File: src/rtl/spm_pkg.sv
// Shared types, constants and helpers for the SPI port register model.
// No dependencies; used by every module under rtl/.
`timescale 1ns / 1ps

package spm_pkg;

    typedef enum logic [1:0] {
        OP_WRITE = 2'd0,
        OP_READ  = 2'd1,
        OP_RECV  = 2'd2,
        OP_TICK  = 2'd3
    } op_t;

    typedef enum logic [1:0] {
        REG_ENABLE = 2'd0,
        REG_MASTER = 2'd1,
        REG_RATE   = 2'd2,
        REG_DOUBLE = 2'd3
    } reg_idx_t;

    localparam int CNT_W  = 11;
    localparam int ADDR_W = 4;

    typedef logic [7:0] divisor_t;
    localparam divisor_t DIVISORS [4] = '{8'd4, 8'd16, 8'd64, 8'd128};

    typedef struct packed {
        logic       spi_enable;
        logic       master_mode;
        logic [1:0] clock_rate_select;
        logic       double_speed;
    } cfg_t;

    typedef struct packed {
        logic [7:0] read_data;
        logic       send_valid;
        logic [7:0] send_byte;
        logic       interrupt_raised;
        logic       flag_state;
    } res_t;

    // countdown length in ticks: 8 * divisor, divisor halved for double speed master
    function automatic logic [CNT_W-1:0] count_len(cfg_t cfg);
        logic [CNT_W-1:0] div;
        div = CNT_W'(DIVISORS[cfg.clock_rate_select]);
        if (cfg.master_mode && cfg.double_speed) begin
            div = div >> 1;
        end
        return div << 3;
    endfunction

endpackage

File: src/rtl/spm_core.sv
// Port state (data latches, countdown, busy, flag) and per-beat result logic.
// Depends on spm_pkg (op_t, cfg_t, res_t, count_len, CNT_W).
`timescale 1ns / 1ps

module spm_core (
    input  logic          aclk,
    input  logic          aresetn,
    input  logic          advance,
    input  spm_pkg::op_t  op,
    input  logic [7:0]    data_byte,
    input  spm_pkg::cfg_t cfg,
    output spm_pkg::res_t res
);

    logic [7:0]                tx_reg, tx_next;
    logic [7:0]                rx_reg, rx_next;
    logic [spm_pkg::CNT_W-1:0] cnt_reg, cnt_next;
    logic                      busy_reg, busy_next;
    logic                      flag_reg, flag_next;

    always_comb begin
        tx_next   = tx_reg;
        rx_next   = rx_reg;
        cnt_next  = cnt_reg;
        busy_next = busy_reg;
        flag_next = flag_reg;
        res       = '0;
        case (op)
            spm_pkg::OP_WRITE: begin
                tx_next   = data_byte;
                flag_next = 1'b0;
                cnt_next  = spm_pkg::count_len(cfg);
                busy_next = 1'b1;
            end
            spm_pkg::OP_READ: begin
                res.read_data = rx_reg;
                rx_next       = 8'd0;
                flag_next     = 1'b0;
            end
            spm_pkg::OP_RECV: begin
                if (cfg.spi_enable) begin
                    rx_next              = data_byte;
                    flag_next            = 1'b1;
                    res.interrupt_raised = 1'b1;
                    if (!cfg.master_mode) begin
                        res.send_valid = 1'b1;
                        res.send_byte  = tx_reg;
                    end
                end
            end
            spm_pkg::OP_TICK: begin
                if (busy_reg) begin
                    if (cnt_reg != '0) begin
                        cnt_next = cnt_reg - 1'b1;
                    end
                    if (cnt_next == '0) begin
                        busy_next = 1'b0;
                        if (cfg.spi_enable && cfg.master_mode) begin
                            flag_next            = 1'b1;
                            res.interrupt_raised = 1'b1;
                            res.send_valid       = 1'b1;
                            res.send_byte        = tx_reg;
                        end
                    end
                end
            end
            default: ;
        endcase
        res.flag_state = flag_next;
    end

    always_ff @(posedge aclk) begin
        if (!aresetn) begin
            tx_reg   <= 8'd0;
            rx_reg   <= 8'd0;
            cnt_reg  <= '0;
            busy_reg <= 1'b0;
            flag_reg <= 1'b0;
        end else if (advance) begin
            tx_reg   <= tx_next;
            rx_reg   <= rx_next;
            cnt_reg  <= cnt_next;
            busy_reg <= busy_next;
            flag_reg <= flag_next;
        end
    end

`ifndef SYNTHESIS
    a_idle_count_zero: assert property (@(posedge aclk) disable iff (!aresetn)
        !busy_reg |-> cnt_reg == '0)
        else $error("countdown nonzero while idle");
    a_send_has_irq: assert property (@(posedge aclk) disable iff (!aresetn)
        res.send_valid |-> res.interrupt_raised)
        else $error("send without completion");
    a_irq_sets_flag: assert property (@(posedge aclk) disable iff (!aresetn)
        (advance && res.interrupt_raised) |=> flag_reg)
        else $error("completion did not set flag");
    a_send_byte_zero: assert property (@(posedge aclk) disable iff (!aresetn)
        !res.send_valid |-> res.send_byte == 8'd0)
        else $error("send byte not cleared");
`endif

endmodule

File: config.mk
export PLATFORM = sky130hd
export DESIGN_NAME = spm_core
export DESIGN_NICKNAME = d
export VERILOG_FILES = /design/src/rtl/spm_pkg.sv /design/src/rtl/spm_core.sv
export SDC_FILE = /design/constraint.sdc
export NUM_CORES = 1
export LEC_CHECK = 0
export BUFFER_PORTS_ARGS = -buffer_cell sky130_fd_sc_hd__buf_4
export CAP_MARGIN = 0
export CELL_PAD_IN_SITES_DETAIL_PLACEMENT = 1
export CELL_PAD_IN_SITES_GLOBAL_PLACEMENT = 2
export CORE_UTILIZATION = 35
export CTS_BUF_LIST = sky130_fd_sc_hd__clkbuf_2 sky130_fd_sc_hd__clkbuf_4 sky130_fd_sc_hd__clkbuf_8
export CTS_CLUSTER_DIAMETER = 30
export CTS_CLUSTER_SIZE = 12
export DETAILED_ROUTE_END_ITERATION = 16
export PLACE_DENSITY_LB_ADDON = 0.25
export SYNTH_ARGS = -nofsm -noshare
export SYNTH_HDL_FRONTEND = slang
export SYNTH_SLANG_ARGS = --single-unit
File: constraint.sdc
create_clock -name aclk -period 7.4 [get_ports aclk]
set_clock_uncertainty 0.15 [all_clocks]
set_input_delay 1.48 -clock aclk [delete_from_list [all_inputs] [get_ports aclk]]
set_output_delay 1.48 -clock aclk [all_outputs]
set_load 0.02 [all_outputs]
==> flow_summary.toml <==
[critical_path]
cp_slowest_cell = "or4b_1"
worstPathArrival_ns = 3.35
r2r_start = "cnt_reg[0]"
crit_start = "cnt_reg[0]"
r2r_setup_slack_ns = 4.43
reg2reg_to = "flag_reg"
path_cells = "inv_1 > ha_1 > or4b_1 > nor4_1 > mux2_2 > or4_4 > a21boi_2 > buf_4"
crit_type = "reg -> out"
max_stage_delay_ns = 0.65
required_ns = 5.77
cp_max_fo = 11
start_kind = "flip-flop"
end_kind = "output pin"
crit_end = "res[3]"
reg2reg_depth = 7

[placed_design]
place_congestion = 0.788
io_buffers = 36
dp.cells = 319
dpl-instance-area_um2 = 2070
dp_hpwl_um = 3730

[power_and_ir_drop]
p_seq_frac = 0.460
p_int_w = 0.000252
irDropWorstVdd_uv = 75.4
combPwrFrac = 0.165
switching_share = 0.293
p_leak_nw = 0.823
p_clk_frac = 0.376
totalPowerFinal_w = 0.000357
power_density_nw_per_um2 = 165
p_sw_w = 0.000105

[sta]
tightestPinTransition_ns = 0.777
final.min_clock_period_ns = 4.98
fin_setup_tns_ns = 0
final.period_utilization = 0.672
relSlewSlack = 0.478
slew_violations = 0
hold_viol = 0
hold-worst-slack_ns = 0.302
setup_viol = 0
rsz0062_at_grt = "false"
fmax_ghz = 0.201

[logic_synthesis]
synthArstFlopShare = 0
synth_cell_types = 51
ys.flop_type = "dfxtp_1"
synth_nets = 254
synth-seq-cells = 29
synth_edf_count = 0
synth_cells = 231
yosysWarningCount = 0
post_synth.cell_area_avg_um2 = 7.74
syn-cell-area_um2 = 1790
synth_seq_area_share = 0.325

[global_routing]
grt_util_met1 = 0.300
grt_max_degree = 29
antenna_found_initial = 0
grt_use_total = 0.207
met3_usage = 0.0494
grt_pass1_vias = 1681
grt_pass1_wl_um = 8450
use_met2 = 0.298
grt_busiest_layer = "met1"
grt-ovfl-total = 0

[cts]
clkTransAtPathRegs_ns = 0.07
clk_latency_ns = 0.29
numCtsBuffers = 5
h-tree-depth = 2
root_buffer = "clkbuf_8"
ctsResizeCount = 0
hold_buffers = 0
cts_buffer_depth = 2
cts_sinks = 29
cts_tree = "built"
post_cts_buffers = 0

[detailed_routing]
first_pass_iters = 4
wl_per_cell_um = 15.9
drt_wl_total_um = 5200
postRouteAntennaNets = 0
vias_per_cell = 5.52
drc_errors = 0
vias = 1806
drt_iter0_drc = 78

[floorplan]
die_w_um = 73.5
io_pins = 37
placementRows = 25
start_util = 0.371
die_height_um = 73.5
coreArea_um2 = 4820
die_area_um2 = 5400

[final_layout]
layout-area-overhead-vs-synth_pct = 20.7
largest_reg_flops = 11
final-seq-area_um2 = 581
design_area_um2 = 2160
fin_cells = 327
nNetsFinal = 282
multiInputGateArea_um2 = 1100
drive_gt1_frac = 0.219
nFillCells = 625
n_antenna_cell = 0

[outcome]
status = "finished, final reports clean"

[hold_path]
hold_class = "reg -> reg"

[run]
cap_violations = 0
routing by layer:
| layer | wire length, um | vias up |
|---|---|---|
| met5 | 0 | - |
| met4 | 60 | 0 |
| met3 | 208 | 5 |
| met2 | 2310 | 45 |
| met1 | 2620 | 857 |
| li1 | - | 899 |
cells in the final DEF, fill, tap and decap left out, types with 3 or more instances in the layout:
cell / n
buf_4: 36
nand2_1: 31
dfxtp_1: 29
a21oi_1: 26
nor2_1: 14
and2_1: 10
nand4_1: 10
inv_1: 8
a21boi_2: 8
nor3_1: 6
nand2b_1: 6
nand3_1: 6
o21ai_0: 6
ha_1: 5
clkbuf_8: 5
or4_1: 4
o31ai_1: 3
a311oi_1: 3
worst max-delay path, delay by kind of cell, from the launching register on:
family	cells	cell delay, ns
multiplexers	1	0.42
AND/OR/NAND/NOR	3	1.56
flip-flops	1	0.39
adder cells (fa/ha/maj)	1	0.29
AO/OA/AOI/OAI	1	0.15
buffers and inverters	2	0.23
how the worst min path moves through the flow:
| stage | startpoint | to | slack, ns | cells after the start |
|---|---|---|---|---|
| 3_5_place_dp | tx_reg[1] | tx_reg[1] | 0.30 | 2 |
| 6_report | tx_reg[1] | tx_reg[1] | 0.30 | 2 |
| 4_1_cts | tx_reg[1] | tx_reg[1] | 0.31 | 2 |
| 2_1_floorplan | rx_reg[4] | rx_reg[4] | 0.28 | 2 |
| 3_3_place_gp | rx_reg[2] | rx_reg[2] | 0.28 | 2 |
| 5_1_grt | tx_reg[2] | tx_reg[2] | 0.31 | 2 |
stage by stage:
stage	util	setup WS, ns
after floorplan	-	2.92
after global placement	0.430	2.59
after detailed placement	0.430	2.56
after CTS	0.448	2.40
after global routing	0.448	2.24
final	0.448	2.42
logic make-up after synthesis:
family | count (synthesis) | synth area share
AND/OR/NAND/NOR | 103 | 0.308
AO/OA/AOI/OAI | 68 | 0.263
flip-flops | 29 | 0.325
buffers and inverters | 24 | 0.0581
adder cells (fa/ha/maj) | 5 | 0.0350
XOR/XNOR | 1 | 0.00490
multiplexers | 1 | 0.00630
power by group through the flow:
stage | combinational [W] | sequential, W | clock (W)
global placement | 0.0000589 | 0.000168 | 0
global route | 0.0000655 | 0.000165 | 0.000143
CTS | 0.0000591 | 0.000164 | 0.000137
detailed placement | 0.0000588 | 0.000167 | 0
finish | 0.0000588 | 0.000164 | 0.000134
floorplan | 0.0000385 | 0.000166 | 0
final cells by class:
class | instances | area share
Multi-Input combinational cell | 178 | 0.511
Sequential cell | 29 | 0.269
Timing Repair Buffer | 36 | 0.125
Tap cell | 67 | 0.0388
Clock buffer | 6 | 0.0354
Inverter | 9 | 0.0157
Clock inverter | 2 | 0.00464
Yosys cell counts (3+ instances only):
cell / n / share of area
nand3_1: 6 / 0.017
a21boi_2: 8 / 0.050
nor2_1: 14 / 0.029
a21oi_1: 26 / 0.073
nand2_1: 31 / 0.065
inv_1: 8 / 0.017
or4_1: 4 / 0.017
a311oi_1: 3 / 0.015
nand4_1: 10 / 0.035
o31ai_1: 3 / 0.013
nor3_1: 6 / 0.017
nand2b_1: 6 / 0.021
clkbuf_1: 11 / 0.023
dfxtp_1: 29 / 0.32
o21ai_0: 6 / 0.017
and2_1: 10 / 0.035
ha_1: 5 / 0.035
Power figures use the tool's default switching activity.
